$ cat config.mk
export PLATFORM = sky130hd
export DESIGN_NAME = keypad_event_to_utf8_mapper_unit
export DESIGN_NICKNAME = d
export VERILOG_FILES = /design/src/hw/rtl/kpm_pkg.sv /design/src/hw/rtl/kpm_char_map.sv /design/src/hw/rtl/keypad_event_to_utf8_mapper_unit.sv
export SDC_FILE = /design/constraint.sdc
export NUM_CORES = 1
export LEC_CHECK = 0
export ABC_AREA = 1
export BUFFER_PORTS_ARGS = -buffer_cell sky130_fd_sc_hd__buf_2
export CAP_MARGIN = 25
export CORE_UTILIZATION = 55
export CTS_BUF_LIST = sky130_fd_sc_hd__clkbuf_4 sky130_fd_sc_hd__clkbuf_8
export DETAILED_ROUTE_END_ITERATION = 8
export GPL_TIMING_DRIVEN = 1
export PLACE_DENSITY = 0.8
export SYNTH_ARGS = -nofsm -noshare
export SYNTH_HDL_FRONTEND = slang
export SYNTH_SLANG_ARGS = --single-unit
$ cat constraint.sdc
create_clock -name clock -period 4.2 [get_ports clock]
set_input_delay 0.84 -clock clock [delete_from_list [all_inputs] [get_ports clock]]
set_output_delay 0.84 -clock clock [all_outputs]
set_load 0.01 [all_outputs]
$ cat src/hw/rtl/kpm_pkg.sv
// Package for the keypad event to UTF-8 mapper: action codes, key codes,
// layout codes, the packed character type and the keymap lookup functions.
// Depends on nothing.
package kpm_pkg;

   localparam logic [2:0] ACT_KEY = 3'd0;
   localparam logic [2:0] ACT_POLL = 3'd1;
   localparam logic [2:0] ACT_SET_LAYOUT = 3'd2;
   localparam logic [2:0] ACT_SET_LOCK = 3'd3;
   localparam logic [2:0] ACT_CLEAR_MOD = 3'd4;

   localparam logic [6:0] KEY_ALT = 7'h14;
   localparam logic [6:0] KEY_CASE = 7'h1C;
   localparam logic [6:0] KEY_BKSP = 7'h1D;
   localparam logic [6:0] KEY_BLANK = 7'h1E;
   localparam logic [6:0] KEY_MAX = 7'd96;

   localparam logic [1:0] LAY_EN = 2'd0;
   localparam logic [1:0] LAY_PHON = 2'd1;
   localparam logic [1:0] LAY_STD = 2'd2;

   localparam logic [1:0] REG_LONG_PRESS = 2'd0;

   localparam logic [15:0] LONG_PRESS_RESET = 16'd700;

   localparam int MAP_ROWS = 4;
   localparam int MAP_COLS = 10;

   typedef struct packed {
      logic [1:0] len;
      logic [7:0] first;
      logic [7:0] second;
   } char_type;

   typedef struct packed {
      logic       caps;
      logic       alt;
      logic [1:0] layout;
      logic       lock;
      logic       layout_pulse;
      logic       lock_pulse;
   } status_type;

   function automatic logic [7:0] base_map(input logic [1:0] row, input logic [3:0] col);
      logic [7:0] r;
      r = 8'h00;
      case (row)
         2'd0: begin
            case (col)
               4'd0: r = "q"; 4'd1: r = "w"; 4'd2: r = "e"; 4'd3: r = "r";
               4'd4: r = "t"; 4'd5: r = "y"; 4'd6: r = "u"; 4'd7: r = "i";
               4'd8: r = "o"; 4'd9: r = "p"; default: r = 8'h00;
            endcase
         end
         2'd1: begin
            case (col)
               4'd0: r = "a"; 4'd1: r = "s"; 4'd2: r = "d"; 4'd3: r = "f";
               4'd4: r = "g"; 4'd5: r = "h"; 4'd6: r = "j"; 4'd7: r = "k";
               4'd8: r = "l"; 4'd9: r = 8'h0A; default: r = 8'h00;
            endcase
         end
         2'd2: begin
            case (col)
               4'd1: r = "z"; 4'd2: r = "x"; 4'd3: r = "c"; 4'd4: r = "v";
               4'd5: r = "b"; 4'd6: r = "n"; 4'd7: r = "m"; default: r = 8'h00;
            endcase
         end
         default: r = (col == 4'd0) ? 8'h20 : 8'h00;
      endcase
      return r;
   endfunction

   function automatic logic [7:0] sym_map(input logic [1:0] row, input logic [3:0] col);
      logic [7:0] r;
      r = 8'h00;
      case (row)
         2'd0: begin
            case (col)
               4'd0: r = "1"; 4'd1: r = "2"; 4'd2: r = "3"; 4'd3: r = "4";
               4'd4: r = "5"; 4'd5: r = "6"; 4'd6: r = "7"; 4'd7: r = "8";
               4'd8: r = "9"; 4'd9: r = "0"; default: r = 8'h00;
            endcase
         end
         2'd1: begin
            case (col)
               4'd0: r = "*"; 4'd1: r = "/"; 4'd2: r = "+"; 4'd3: r = "-";
               4'd4: r = "="; 4'd5: r = ":"; 4'd6: r = 8'h27; 4'd7: r = 8'h22;
               4'd8: r = "@"; default: r = 8'h00;
            endcase
         end
         2'd2: begin
            case (col)
               4'd1: r = "_"; 4'd2: r = "$"; 4'd3: r = ";"; 4'd4: r = "?";
               4'd5: r = "!"; 4'd6: r = ","; 4'd7: r = "."; default: r = 8'h00;
            endcase
         end
         default: r = (col == 4'd0) ? 8'h20 : 8'h00;
      endcase
      return r;
   endfunction

   // Cyrillic letter as a two-byte UTF-8 code; lower and upper case are both tabled below.
   function automatic logic [15:0] cyr_letter(input logic std, input logic up,
                                              input logic [4:0] i);
      logic [15:0] lo;
      logic [15:0] hi;
      lo = 16'h0;
      hi = 16'h0;
      if (!std) begin
         case (i)
            5'd0: begin lo = 16'hD0B0; hi = 16'hD090; end
            5'd1: begin lo = 16'hD0B1; hi = 16'hD091; end
            5'd2: begin lo = 16'hD186; hi = 16'hD0A6; end
            5'd3: begin lo = 16'hD0B4; hi = 16'hD094; end
            5'd4: begin lo = 16'hD0B5; hi = 16'hD095; end
            5'd5: begin lo = 16'hD184; hi = 16'hD0A4; end
            5'd6: begin lo = 16'hD0B3; hi = 16'hD093; end
            5'd7: begin lo = 16'hD187; hi = 16'hD0A7; end
            5'd8: begin lo = 16'hD0B8; hi = 16'hD098; end
            5'd9: begin lo = 16'hD0B9; hi = 16'hD099; end
            5'd10: begin lo = 16'hD0BA; hi = 16'hD09A; end
            5'd11: begin lo = 16'hD0BB; hi = 16'hD09B; end
            5'd12: begin lo = 16'hD0BC; hi = 16'hD09C; end
            5'd13: begin lo = 16'hD0BD; hi = 16'hD09D; end
            5'd14: begin lo = 16'hD0BE; hi = 16'hD09E; end
            5'd15: begin lo = 16'hD0BF; hi = 16'hD09F; end
            5'd16: begin lo = 16'hD18F; hi = 16'hD0AF; end
            5'd17: begin lo = 16'hD180; hi = 16'hD0A0; end
            5'd18: begin lo = 16'hD181; hi = 16'hD0A1; end
            5'd19: begin lo = 16'hD182; hi = 16'hD0A2; end
            5'd20: begin lo = 16'hD183; hi = 16'hD0A3; end
            5'd21: begin lo = 16'hD0B2; hi = 16'hD092; end
            5'd22: begin lo = 16'hD188; hi = 16'hD0A8; end
            5'd23: begin lo = 16'hD185; hi = 16'hD0A5; end
            5'd24: begin lo = 16'hD18B; hi = 16'hD0AB; end
            default: begin lo = 16'hD0B7; hi = 16'hD097; end
         endcase
      end else begin
         case (i)
            5'd0: begin lo = 16'hD184; hi = 16'hD0A4; end
            5'd1: begin lo = 16'hD0B8; hi = 16'hD098; end
            5'd2: begin lo = 16'hD181; hi = 16'hD0A1; end
            5'd3: begin lo = 16'hD0B2; hi = 16'hD092; end
            5'd4: begin lo = 16'hD183; hi = 16'hD0A3; end
            5'd5: begin lo = 16'hD0B0; hi = 16'hD090; end
            5'd6: begin lo = 16'hD0BF; hi = 16'hD09F; end
            5'd7: begin lo = 16'hD180; hi = 16'hD0A0; end
            5'd8: begin lo = 16'hD188; hi = 16'hD0A8; end
            5'd9: begin lo = 16'hD0BE; hi = 16'hD09E; end
            5'd10: begin lo = 16'hD0BB; hi = 16'hD09B; end
            5'd11: begin lo = 16'hD0B4; hi = 16'hD094; end
            5'd12: begin lo = 16'hD18C; hi = 16'hD0AC; end
            5'd13: begin lo = 16'hD182; hi = 16'hD0A2; end
            5'd14: begin lo = 16'hD189; hi = 16'hD0A9; end
            5'd15: begin lo = 16'hD0B7; hi = 16'hD097; end
            5'd16: begin lo = 16'hD0B9; hi = 16'hD099; end
            5'd17: begin lo = 16'hD0BA; hi = 16'hD09A; end
            5'd18: begin lo = 16'hD18B; hi = 16'hD0AB; end
            5'd19: begin lo = 16'hD0B5; hi = 16'hD095; end
            5'd20: begin lo = 16'hD0B3; hi = 16'hD093; end
            5'd21: begin lo = 16'hD0BC; hi = 16'hD09C; end
            5'd22: begin lo = 16'hD186; hi = 16'hD0A6; end
            5'd23: begin lo = 16'hD187; hi = 16'hD0A7; end
            5'd24: begin lo = 16'hD0BD; hi = 16'hD09D; end
            default: begin lo = 16'hD18F; hi = 16'hD0AF; end
         endcase
      end
      return up ? hi : lo;
   endfunction

   // Extra Cyrillic letters on the symbol layer; zero means none.
   function automatic logic [15:0] ru_extra(input logic [1:0] lay, input logic up,
                                            input logic [7:0] sc);
      logic [15:0] lo;
      logic [15:0] hi;
      lo = 16'h0;
      hi = 16'h0;
      if (lay == LAY_PHON) begin
         case (sc)
            "-": begin lo = 16'hD18C; hi = 16'hD0AC; end
            "=": begin lo = 16'hD18A; hi = 16'hD0AA; end
            8'h27: begin lo = 16'hD18D; hi = 16'hD0AD; end
            ";": begin lo = 16'hD0B6; hi = 16'hD096; end
            "$": begin lo = 16'hD18E; hi = 16'hD0AE; end
            "_": begin lo = 16'hD189; hi = 16'hD0A9; end
            "!": begin lo = 16'hD191; hi = 16'hD081; end
            default: begin lo = 16'h0; hi = 16'h0; end
         endcase
      end else if (lay == LAY_STD) begin
         case (sc)
            ";": begin lo = 16'hD0B6; hi = 16'hD096; end
            8'h27: begin lo = 16'hD18D; hi = 16'hD0AD; end
            ",": begin lo = 16'hD0B1; hi = 16'hD091; end
            ".": begin lo = 16'hD18E; hi = 16'hD0AE; end
            "$": begin lo = 16'hD185; hi = 16'hD0A5; end
            "_": begin lo = 16'hD18A; hi = 16'hD0AA; end
            "!": begin lo = 16'hD191; hi = 16'hD081; end
            default: begin lo = 16'h0; hi = 16'h0; end
         endcase
      end
      return up ? hi : lo;
   endfunction

endpackage

$ cat src/hw/rtl/kpm_char_map.sv
// Character lookup for one key press: maps row and column through the
// letter or symbol keymaps to no character, one ASCII byte or a two-byte UTF-8 character.
// Depends on kpm_pkg.
module kpm_char_map (
   input  logic [1:0]       row,
   input  logic [3:0]       col,
   input  logic             in_map,
   input  logic             alt,
   input  logic             caps,
   input  logic [1:0]       layout,
   output kpm_pkg::char_type char_out
);
   logic [7:0]  base_c;
   logic [7:0]  sym_c;
   logic [15:0] extra;
   logic [7:0]  letter_idx;

   assign base_c = kpm_pkg::base_map(row, col);
   assign sym_c = kpm_pkg::sym_map(row, col);
   assign extra = kpm_pkg::ru_extra(layout, caps, sym_c);
   assign letter_idx = base_c - 8'h61;

   always_comb begin
      char_out = '0;
      if (in_map) begin
         if (alt) begin
            if (sym_c != 8'h00) begin
               if (extra != 16'h0) begin
                  char_out = '{len: 2'd2, first: extra[15:8], second: extra[7:0]};
               end else begin
                  char_out = '{len: 2'd1, first: sym_c, second: 8'h00};
               end
            end
         end else if (base_c != 8'h00) begin
            if (base_c >= 8'h61 && base_c <= 8'h7A) begin
               if (layout == kpm_pkg::LAY_PHON || layout == kpm_pkg::LAY_STD) begin
                  char_out.len = 2'd2;
                  {char_out.first, char_out.second} = kpm_pkg::cyr_letter(
                     layout == kpm_pkg::LAY_STD, caps, letter_idx[4:0]);
               end else begin
                  char_out = '{len: 2'd1, first: caps ? base_c - 8'd32 : base_c,
                               second: 8'h00};
               end
            end else begin
               char_out = '{len: 2'd1, first: base_c, second: 8'h00};
            end
         end
      end
   end
endmodule

$ cat src/hw/rtl/keypad_event_to_utf8_mapper_unit.sv
// Keypad event to UTF-8 mapper, top level. Depends on kpm_pkg and kpm_char_map.
//
// Each req_ transaction carries one action (key event, empty poll, set layout,
// set lock, clear modifiers) with a millisecond time stamp, and yields exactly
// one rsp_ transaction with the produced character (zero, one or two UTF-8
// bytes) and the modifier, layout and lock state after that action. An item is
// captured in an input register, handled by one pass of short logic that also
// updates the modifier state, and lands in a result register. A new transaction
// is accepted every cycle unless the pipeline stalls; the input register and
// result register act as a two-stage pipeline that stalls as a whole only when
// the result is still held and the input stage is full. The CAPS hold time
// that toggles the lock is set by register long_press_ms at address 0.
module keypad_event_to_utf8_mapper_unit #(
   parameter int KEY_ROWS = 4,
   parameter int KEY_COLS = 10
) (
   input  logic        clock,
   input  logic        reset,
   input  logic        req_valid,
   output logic        req_stall,
   input  logic [2:0]  req_action,
   input  logic [7:0]  req_event_byte,
   input  logic [31:0] req_now_ms,
   input  logic [1:0]  req_new_layout,
   input  logic        req_lock_on,
   output logic        rsp_valid,
   input  logic        rsp_stall,
   output logic [1:0]  rsp_char_length,
   output logic [7:0]  rsp_char_first,
   output logic [7:0]  rsp_char_second,
   output logic        rsp_caps_on,
   output logic        rsp_alt_on,
   output logic [1:0]  rsp_layout_now,
   output logic        rsp_locked_now,
   output logic        rsp_layout_pulse,
   output logic        rsp_lock_pulse,
   input  logic        csr_psel,
   input  logic        csr_penable,
   input  logic        csr_pwrite,
   input  logic [1:0]  csr_paddr,
   input  logic [31:0] csr_pwdata,
   output logic [31:0] csr_prdata,
   output logic        csr_pready
);
   localparam int ROW_LIMIT = (KEY_ROWS < kpm_pkg::MAP_ROWS) ? KEY_ROWS : kpm_pkg::MAP_ROWS;

   // Configuration register.
   logic [15:0] long_press_ff, long_press_in;
   assign csr_pready = 1'b1;
   assign long_press_in = (csr_psel && csr_penable && csr_pwrite
                           && csr_paddr == kpm_pkg::REG_LONG_PRESS)
                          ? csr_pwdata[15:0] : long_press_ff;
   assign csr_prdata = (csr_paddr == kpm_pkg::REG_LONG_PRESS) ? {16'h0, long_press_ff}
                                                               : 32'h0;

   // Input stage.
   logic        in_vld_ff;
   logic [2:0]  act_ff;
   logic [7:0]  ev_ff;
   logic [31:0] now_ff;
   logic [1:0]  lay_ff;
   logic        lk_ff;
   logic        adv;

   // The pass fires when the input stage is full and the result stage is free.
   assign adv = in_vld_ff && (!rsp_valid || !rsp_stall);
   assign req_stall = in_vld_ff && !adv;

   // Block state.
   logic        caps_ff, caps_in, alt_ff, alt_in, lock_ff, lock_in;
   logic [1:0]  layout_ff, layout_in;
   logic        cdv_ff, cdv_in, fired_ff, fired_in;
   logic [31:0] cdt_ff, cdt_in;
   logic        pl, pk;

   logic        pressed;
   logic [6:0]  knum;
   logic [6:0]  k;
   logic        kvalid;
   logic [31:0] held;
   logic [1:0]  lay_req;
   logic [1:0]  lay_next;
   logic [1:0]  row;
   logic [3:0]  col;
   logic        in_map;
   logic [2:0]  row_full;
   logic [6:0]  col_full;
   kpm_pkg::char_type map_char, ch;

   assign pressed = ev_ff[7];
   assign knum = ev_ff[6:0];
   assign kvalid = knum != 7'd0 && knum <= kpm_pkg::KEY_MAX;
   assign k = knum - 7'd1;
   assign held = cdv_ff ? (now_ff - cdt_ff) : 32'h0;
   assign lay_req = (lay_ff == 2'd3) ? kpm_pkg::LAY_EN : lay_ff;
   assign lay_next = (layout_ff == kpm_pkg::LAY_STD) ? kpm_pkg::LAY_EN : layout_ff + 2'd1;

   // Row and column by comparing the key number against the row boundaries.
   // Only the four map rows matter; anything beyond them is row four.
   always_comb begin
      if (k < 7'(KEY_COLS)) begin
         row_full = 3'd0;
         col_full = k;
      end else if (k < 7'(2 * KEY_COLS)) begin
         row_full = 3'd1;
         col_full = k - 7'(KEY_COLS);
      end else if (k < 7'(3 * KEY_COLS)) begin
         row_full = 3'd2;
         col_full = k - 7'(2 * KEY_COLS);
      end else if (k < 7'(4 * KEY_COLS)) begin
         row_full = 3'd3;
         col_full = k - 7'(3 * KEY_COLS);
      end else begin
         row_full = 3'd4;
         col_full = 7'd0;
      end
   end

   assign row = row_full[1:0];
   assign col = col_full[3:0];
   assign in_map = row_full < 3'(ROW_LIMIT) && col_full < 7'(kpm_pkg::MAP_COLS);

   kpm_char_map u_map (
      .row(row), .col(col), .in_map(in_map), .alt(alt_ff), .caps(caps_ff),
      .layout(layout_ff), .char_out(map_char)
   );

   always_comb begin
      caps_in = caps_ff;
      alt_in = alt_ff;
      lock_in = lock_ff;
      layout_in = layout_ff;
      cdv_in = cdv_ff;
      cdt_in = cdt_ff;
      fired_in = fired_ff;
      pl = 1'b0;
      pk = 1'b0;
      ch = '0;
      if (adv) begin
         case (act_ff)
            kpm_pkg::ACT_KEY: begin
               if (kvalid) begin
                  if (k == kpm_pkg::KEY_ALT) begin
                     if (!lock_ff) alt_in = pressed;
                  end else if (k == kpm_pkg::KEY_CASE) begin
                     if (pressed) begin
                        cdv_in = 1'b1;
                        cdt_in = now_ff;
                        fired_in = 1'b0;
                     end else begin
                        cdv_in = 1'b0;
                        if (fired_ff) begin
                           fired_in = 1'b0;
                        end else if (!lock_ff) begin
                           if (alt_ff) begin
                              layout_in = lay_next;
                              pl = 1'b1;
                           end else if (held < {16'h0, long_press_ff}) begin
                              caps_in = !caps_ff;
                           end
                        end
                     end
                  end else if (!lock_ff) begin
                     if (k == kpm_pkg::KEY_BKSP) begin
                        if (pressed) ch = '{len: 2'd1, first: alt_ff ? 8'h1B : 8'h08,
                                            second: 8'h00};
                     end else if (k == kpm_pkg::KEY_BLANK) begin
                        if (pressed) ch = '{len: 2'd1, first: 8'h20, second: 8'h00};
                     end else if (pressed) begin
                        ch = map_char;
                     end
                  end
               end
            end
            kpm_pkg::ACT_POLL: begin
               if (cdv_ff && !fired_ff && (now_ff - cdt_ff) >= {16'h0, long_press_ff}) begin
                  fired_in = 1'b1;
                  lock_in = !lock_ff;
                  pk = 1'b1;
                  if (!lock_ff) begin
                     caps_in = 1'b0;
                     alt_in = 1'b0;
                  end
               end
            end
            kpm_pkg::ACT_SET_LAYOUT: begin
               if (lay_req != layout_ff) begin
                  layout_in = lay_req;
                  pl = 1'b1;
               end
            end
            kpm_pkg::ACT_SET_LOCK: begin
               if (lk_ff != lock_ff) begin
                  lock_in = lk_ff;
                  pk = 1'b1;
                  if (lk_ff) begin
                     caps_in = 1'b0;
                     alt_in = 1'b0;
                  end
               end
            end
            kpm_pkg::ACT_CLEAR_MOD: begin
               caps_in = 1'b0;
               alt_in = 1'b0;
            end
            default: ;
         endcase
      end
   end

   always_ff @(posedge clock) begin
      if (reset) begin
         long_press_ff <= kpm_pkg::LONG_PRESS_RESET;
         in_vld_ff <= 1'b0;
         rsp_valid <= 1'b0;
         caps_ff <= 1'b0;
         alt_ff <= 1'b0;
         lock_ff <= 1'b0;
         layout_ff <= kpm_pkg::LAY_EN;
         cdv_ff <= 1'b0;
         cdt_ff <= 32'h0;
         fired_ff <= 1'b0;
      end else begin
         long_press_ff <= long_press_in;
         if (req_valid && !req_stall) in_vld_ff <= 1'b1;
         else if (adv) in_vld_ff <= 1'b0;
         if (adv) rsp_valid <= 1'b1;
         else if (!rsp_stall) rsp_valid <= 1'b0;
         caps_ff <= caps_in;
         alt_ff <= alt_in;
         lock_ff <= lock_in;
         layout_ff <= layout_in;
         cdv_ff <= cdv_in;
         cdt_ff <= cdt_in;
         fired_ff <= fired_in;
      end
   end

   always_ff @(posedge clock) begin
      if (req_valid && !req_stall) begin
         act_ff <= req_action;
         ev_ff <= req_event_byte;
         now_ff <= req_now_ms;
         lay_ff <= req_new_layout;
         lk_ff <= req_lock_on;
      end
      if (adv) begin
         rsp_char_length <= ch.len;
         rsp_char_first <= ch.first;
         rsp_char_second <= ch.second;
         rsp_caps_on <= caps_in;
         rsp_alt_on <= alt_in;
         rsp_layout_now <= layout_in;
         rsp_locked_now <= lock_in;
         rsp_layout_pulse <= pl;
         rsp_lock_pulse <= pk;
      end
   end

   a_layout_range: assert property (@(posedge clock) disable iff (reset)
      layout_ff != 2'd3) else $error("layout register out of range");
   a_lock_clears: assert property (@(posedge clock) disable iff (reset)
      adv && lock_in |=> !caps_ff && !alt_ff) else $error("modifiers set while locked");
   a_no_adv_empty: assert property (@(posedge clock) disable iff (reset)
      !in_vld_ff |-> !adv) else $error("pass fired without an item");
   a_hold: assert property (@(posedge clock) disable iff (reset)
      rsp_valid && rsp_stall && !adv |=> rsp_valid) else $error("result lost");
endmodule
# == Word-level counts from Yosys, hierarchy flattened ==
# Memory sizes are Yosys's and may differ from the RTL's.
# Index checks and enable logic that the tools add are counted.
# totals
ff_bits,128
romBits,1264
in_bits,87
output_inout_bits,60
word_cells,224
mem_count,6
# mem_list
name,depth,width,rd,rd_clocked_by_memory_dff,wr,line_no,rtl
(no name shown),32,13,1,0,0,kpm_pkg.sv:110,case (i)
(no name shown),32,13,1,0,0,kpm_pkg.sv:139,case (i)
(no name shown),16,7,1,0,0,kpm_pkg.sv:85,case (col)
(no name shown),16,7,1,0,0,kpm_pkg.sv:49,case (col)
(no name shown),16,7,1,0,0,kpm_pkg.sv:56,case (col)
(no name shown),16,6,1,0,0,kpm_pkg.sv:78,case (col)
# op_classes
add_sub_neg,8
n_lt_le_gt_ge,11
eq_ne,36
mux,102
bitwise_logic,3
n_reduce_logical,34
# ops
op,n
case mux 16 bit (7 select lines),4
two-way mux 18 bit,10
two-way mux 16 bit,9
case mux 7 bit (7 select lines),2
"== test 8 x 6 -> 1 bit, second input constant",8
case mux 8 bit (3 select lines),2
two-way mux 1 bit,43
two-way mux 17 bit,2
>= comparator 32 x 16 -> 1 bit,1
less-than comparator 32 x 16 -> 1 bit,1
two-way mux 32 bit,1
subtractor 32 bit,1
"== test 7 x 5 -> 1 bit, second input constant",4
two-way mux 7 bit,4
two-way mux 2 bit,11
"== test 4 x 3 -> 1 bit, second input constant",4
nonzero test 16 bit,1
nonzero test 8 bit,2
"less-than comparator 7 x 4 -> 1 bit, second input constant",2
"less-than comparator 7 x 5 -> 1 bit, second input constant",2
"subtractor 7 x 5 -> 7 bit, second input constant",2
two-way mux 3 bit,4
AND reduction 6 bit,2
logical AND 1 bit,11
other kinds (38),61

# == Longest topological paths before layout ==
# logic_depth
word_depth,22
depth_mapped,34
depth_no_buf,34

# == By module ==
# From an unflattened synthesis, not the netlist that was laid out.
# hier_totals
cells_unflattened,1751
hier_area_um2,11596.1
# by_module_without_submodules
mod,n_inst,cells_each,area_each_um2,seq_area_each_um2
keypad_event_to_utf8_mapper_unit,1,1275,8951.1,3273.1
kpm_char_map,1,476,2645.0,0.0

# == Least setup slack after synthesis ==
# OpenSTA, ideal clock, no wires.
# synth_timing
path_kind,register to register
from,reg ev_ff[0]
to,reg rsp_char_second[5] (data pin)
setup_time_ns,0.270
t_arrival_ns,4.259
required_ns,3.930
slack_ns,-0.329
stages_incl_launch_ff,32
n_path_buf,1
synth_period_minus_slack_ns,4.529
path_cell_list,edfxtp_1 inv_2 ha_1 xnor2_2 inv_1 ha_1 nand3_1 nor2_1 nor2_1 nand2_1 nand3_1 nand2_2 ha_1 or2_2 o211ai_1 nand2_1 nand2_1 nand2_4 inv_2 ha_1 inv_1 nand4_1 nand2_1 buf_6 nand2_1 inv_1 nand2_1 nand3_1 nand3_1 nand3_1 nand2_1 a21oi_1
# synth_between
elab_chain_cells,22
elab_cells_between_ends,88
cone_classes,add/sub: 5; order compare: 9; eq/ne: 22; mux: 35; bitwise: 1; reduce/logical: 10; memory: 6
# synth_rtl
element,line_no,rtl
from (decl),keypad_event_to_utf8_mapper_unit.sv:59,logic [7:0] ev_ff;
from (signal assigned),keypad_event_to_utf8_mapper_unit.sv:242,ev_ff <= req_event_byte;
branches (longest 22 deep; another with memory read (32 x 13 bit)),--,
to (signal assigned),keypad_event_to_utf8_mapper_unit.sv:250,rsp_char_second <= ch.second;
to (decl),keypad_event_to_utf8_mapper_unit.sv:30,"output logic [7:0] rsp_char_second,"
# Parallel ways; which one is timed is not known.
# A chain may end at the register's enable or synchronous reset.

# == Worst setup path after layout ==
# Same ends and word-level chain as after synthesis.

==> impl_summary.md <==
Floorplanning
The core area is 18200 um2. 147 I/O pins were placed. From bottom edge to top edge, the die measures 139 um.

The die width is 139 um. For this configuration, the core starts out at a cell density of 56.8%. The die covers 19400 um2. In this run the core area contains 49 standard-cell rows.

Placed design
The final weighted congestion of routability-driven global placement is 0.915. Including well taps, the total number of placed cells is 1835. Buffers placed on the I/O ports in this run total 112. The half-perimeter wire length after detailed placement is 21100 um. The placement-stage cell area is 11700 um2.

Detailed routing
The pre-antenna-repair detailed-routing pass consisted of 9 iterations. The final antenna-violating net count is 0. The post-detailed-route wirelength per cell is 14.9 um. In the routed design, unresolved DRC markers number 6. The via total after detailed routing is 10450. The via density per instance is 5.54. The highest routed metal layer is met4.

The routed design uses 14700 um of met2 wire. The first-iteration detailed-routing DRC count is 708. In the final routing, the length of wire on met1 measures 11500 um. Summed over all nets, wire length on met3 after detailed routing comes to 1150 um.

The total detailed-routing wirelength is 28100 um.

CTS
Clock tree synthesis inserted a total of 17 buffers. TritonCTS built the clock tree. The TritonCTS sink count is 127. After clock tree synthesis, the clock-pin slew on the worst setup and hold paths is 0.08 ns. The H-tree was split into 4 levels.

The clock passes through at most 2 buffers. The clock insertion delay at the later pin of the skew report is 0.46 ns. The clock root buffer is sky130_fd_sc_hd__clkbuf_8.

Hold path
The worst hold path belongs to the class reg2reg.

Setup path
The worst setup path is captured at a flip-flop. The peak per-stage delay on the critical path is 0.42 ns. The sort of element at the start of the critical path is a flip-flop. In this run the critical register-to-register path is captured at rsp_char_second[5]. The number of cells traversed by the worst register-to-register path is 35. In this run the critical register-to-register path is launched from ev_ff[0].

The critical path ends at rsp_char_second[5]. For the worst setup path, the data required time is 4.39 ns. Data arrives at the worst endpoint at 4.29 ns. The worst setup path is of the reg2reg kind. The most critical setup path has its startpoint at ev_ff[0]. The worst register-to-register path has a setup slack of 0.10 ns. The master of the slowest instance on the critical path is sky130_fd_sc_hd__edfxtp_1. The maximum net fanout on the critical path is 7. The most numerous cell type found on the critical path is sky130_fd_sc_hd__nand2_2.

Finish
Of the cells placed in the final design, the portion with a size suffix greater than 1 is 25.5%. The synthesis-to-layout area growth is 23.8%. The final cell count without fillers is 1886. At the end of the flow, the number of nets in the layout was 1824. The finished cells cover 12800 um2. 0 antenna diodes ended up in the layout.

Cells fill 70.4% of the core in the end.

Logic synthesis
The number of instances in the synthesized netlist is 1432. After synthesis, the cell types taking the most area are sky130_fd_sc_hd__edfxtp_1, sky130_fd_sc_hd__nand2_1, sky130_fd_sc_hd__ha_1. The count of state elements after synthesis is 127. Summing every instance area after synthesis gives 10300 um2. The area share of the largest cell type after synthesis is 20.3%. The netlist uses 60 different library cells. For this run, the leading register cell type out of synthesis is sky130_fd_sc_hd__edfxtp_1. In the post-synthesis netlist, the cell with the most instances is sky130_fd_sc_hd__nand2_1.

The sequential area share after synthesis is 31.3%. During synthesis, Yosys emitted a total of 0 warnings. For this run, asynchronously set or reset flops after synthesis account for 0%. Yosys mapped a number of flops with a built-in enable equal to 70. The largest total area in the synthesized netlist belongs to sky130_fd_sc_hd__edfxtp_1. The commonest cells after synthesis are sky130_fd_sc_hd__nand2_1, sky130_fd_sc_hd__inv_1, sky130_fd_sc_hd__nor2_1. The average size of a mapped cell is 7.23 um2.

Run status
The checks that failed: design-rule violations. The flow ran to the end, but the final reports show violations.

Power
The design draws 4360 uW. The power density relative to cell area is 340 nW/um2. IR analysis of the VDD net gives a maximum drop of 0.215 mV. The cell leakage power is 0.00598 uW.

Global routing
The number of antenna violations at the first check in global routing was 0. The first global-routing pass estimated 44200 um of wire. The global-route usage over all layers is 28.1%.

The total global routing overflow is 0. Entering global routing, the biggest net connects 63 pins. The number of global-route vias before repair was 9684.

Timing
The maximum clock rate is 0.244 GHz. The final clock period utilization by the worst path is 97.6%. The actual slew at the worst max-slew pin is 0.990 ns. The hold slack is 0.470 ns. The worst clock skew is 0.0219 ns. The time the final worst path needs with I/O delays and setup is 4.10 ns. Setup repair after global routing could not meet its margin everywhere. Measured against its own limit, the worst slew margin works out to 34.0%. The number of max-slew violations in the final report is 0. The final hold violation count is 0. The count of final setup violators is 0.

Job
Max-cap violations in this run came to 0.
[routing by layer]
metal	up-vias	GRT usage, %
met1	4850	32.2
met5	-	0
met4	0	10.9
met3	62	3.18
met2	308	53.2
li1	5230	-
[cell usage in the layout (no fill, tap or decap), drive strengths merged, types with 2 or more instances in the layout]
| cell type | instances |
|---|---|
| and2 | 4 |
| clkinvlp | 6 |
| o21a | 3 |
| xnor2 | 7 |
| or2 | 4 |
| a22oi | 2 |
| a21boi | 6 |
| o21bai | 2 |
| nand4 | 30 |
| xor2 | 23 |
| o21ai | 78 |
| nor3 | 13 |
| o211ai | 23 |
| nand3b | 2 |
| nor2 | 154 |
| nor4 | 3 |
| dfxtp | 57 |
| inv | 193 |
| o2111ai | 3 |
| buf | 228 |
| a31oi | 9 |
| a21oi | 108 |
| nand2 | 336 |
| clkbuf | 19 |
| edfxtp | 70 |
| nand3 | 113 |
| a211oi | 34 |
| a21o | 4 |
| ha | 92 |
| conb | 18 |
| clkinv | 3 |
[registers in the layout, indices dropped and copies added (netlist names), 2 cells and up]
signal and flops:
act_ff 3, now_ff 32, layout_ff 2, rsp_char_length 2, ev_ff 8, rsp_layout_now 2
lay_ff 2, rsp_char_second 7, rsp_char_first 8, cdt_ff 32, long_press_ff 16
[kinds of logic after synthesis]
logic type               share of synthesized area [%]
flip-flops                                        31.3
AO/OA/AOI/OAI                                     16.1
XOR/XNOR                                          2.61
adder cells (fa/ha/maj)                           11.3
other                                           0.0726
AND/OR/NAND/NOR                                   28.6
buffers and inverters                             9.90
[critical path, delay by kind of cell (launching register included)]
family / cells / cell delay [ns]
simple gates: 21 / 1.89
xor+xnor: 1 / 0.13
flops: 1 / 0.42
buf+inv: 7 / 0.57
fa+ha+maj: 4 / 0.73
compound gates: 2 / 0.11
[what timing repair did]
action / in CTS / in global routing
pin swaps: 5 / 46
gates resized for setup: 12 / 125
hold buffers: 0 / 0
buffers inserted: 2 / 16
gates cloned: 0 / 1
setup endpoints to repair: 10 / 24
[area by class of cell]
type	count	area, um2
Inverter	190	736
Fill cell	1460	5400
Clock buffer	19	262
Tap cell	229	287
Clock inverter	13	128
Sequential cell	127	3240
Timing Repair Buffer	228	1480
Multi-Input combinational cell	1080	6680
[per-stage QoR]
stage | setup WS [ns] | TNS (ns)
final | 0.101 | 0
after global routing | -0.182 | -1.47
after CTS | 0.0116 | 0
after detailed placement | -0.142 | -0.516
after global placement | -0.0510 | -0.100
after floorplan | 0.00348 | 0
[worst min path at each step]
stage               start         end  cells after the start
2_1_floorplan  cdt_ff[10]  cdt_ff[10]                      2
3_3_place_gp   cdt_ff[30]  cdt_ff[30]                      2
3_5_place_dp   cdt_ff[23]  cdt_ff[23]                      2
4_1_cts        cdt_ff[26]  cdt_ff[26]                      2
5_1_grt        cdt_ff[26]  cdt_ff[26]                      2
6_report       cdt_ff[26]  cdt_ff[26]                      2
[power by group]
| group | switching, uW | internal [uW] | total, uW |
|---|---|---|---|
| clock network | 559 | 508 | 1070 |
| logic | 1140 | 773 | 1910 |
| registers | 27.4 | 1360 | 1380 |
| total | 1720 | 2640 | 4360 |
No activity file was read; power rests on OpenSTA's default activity.
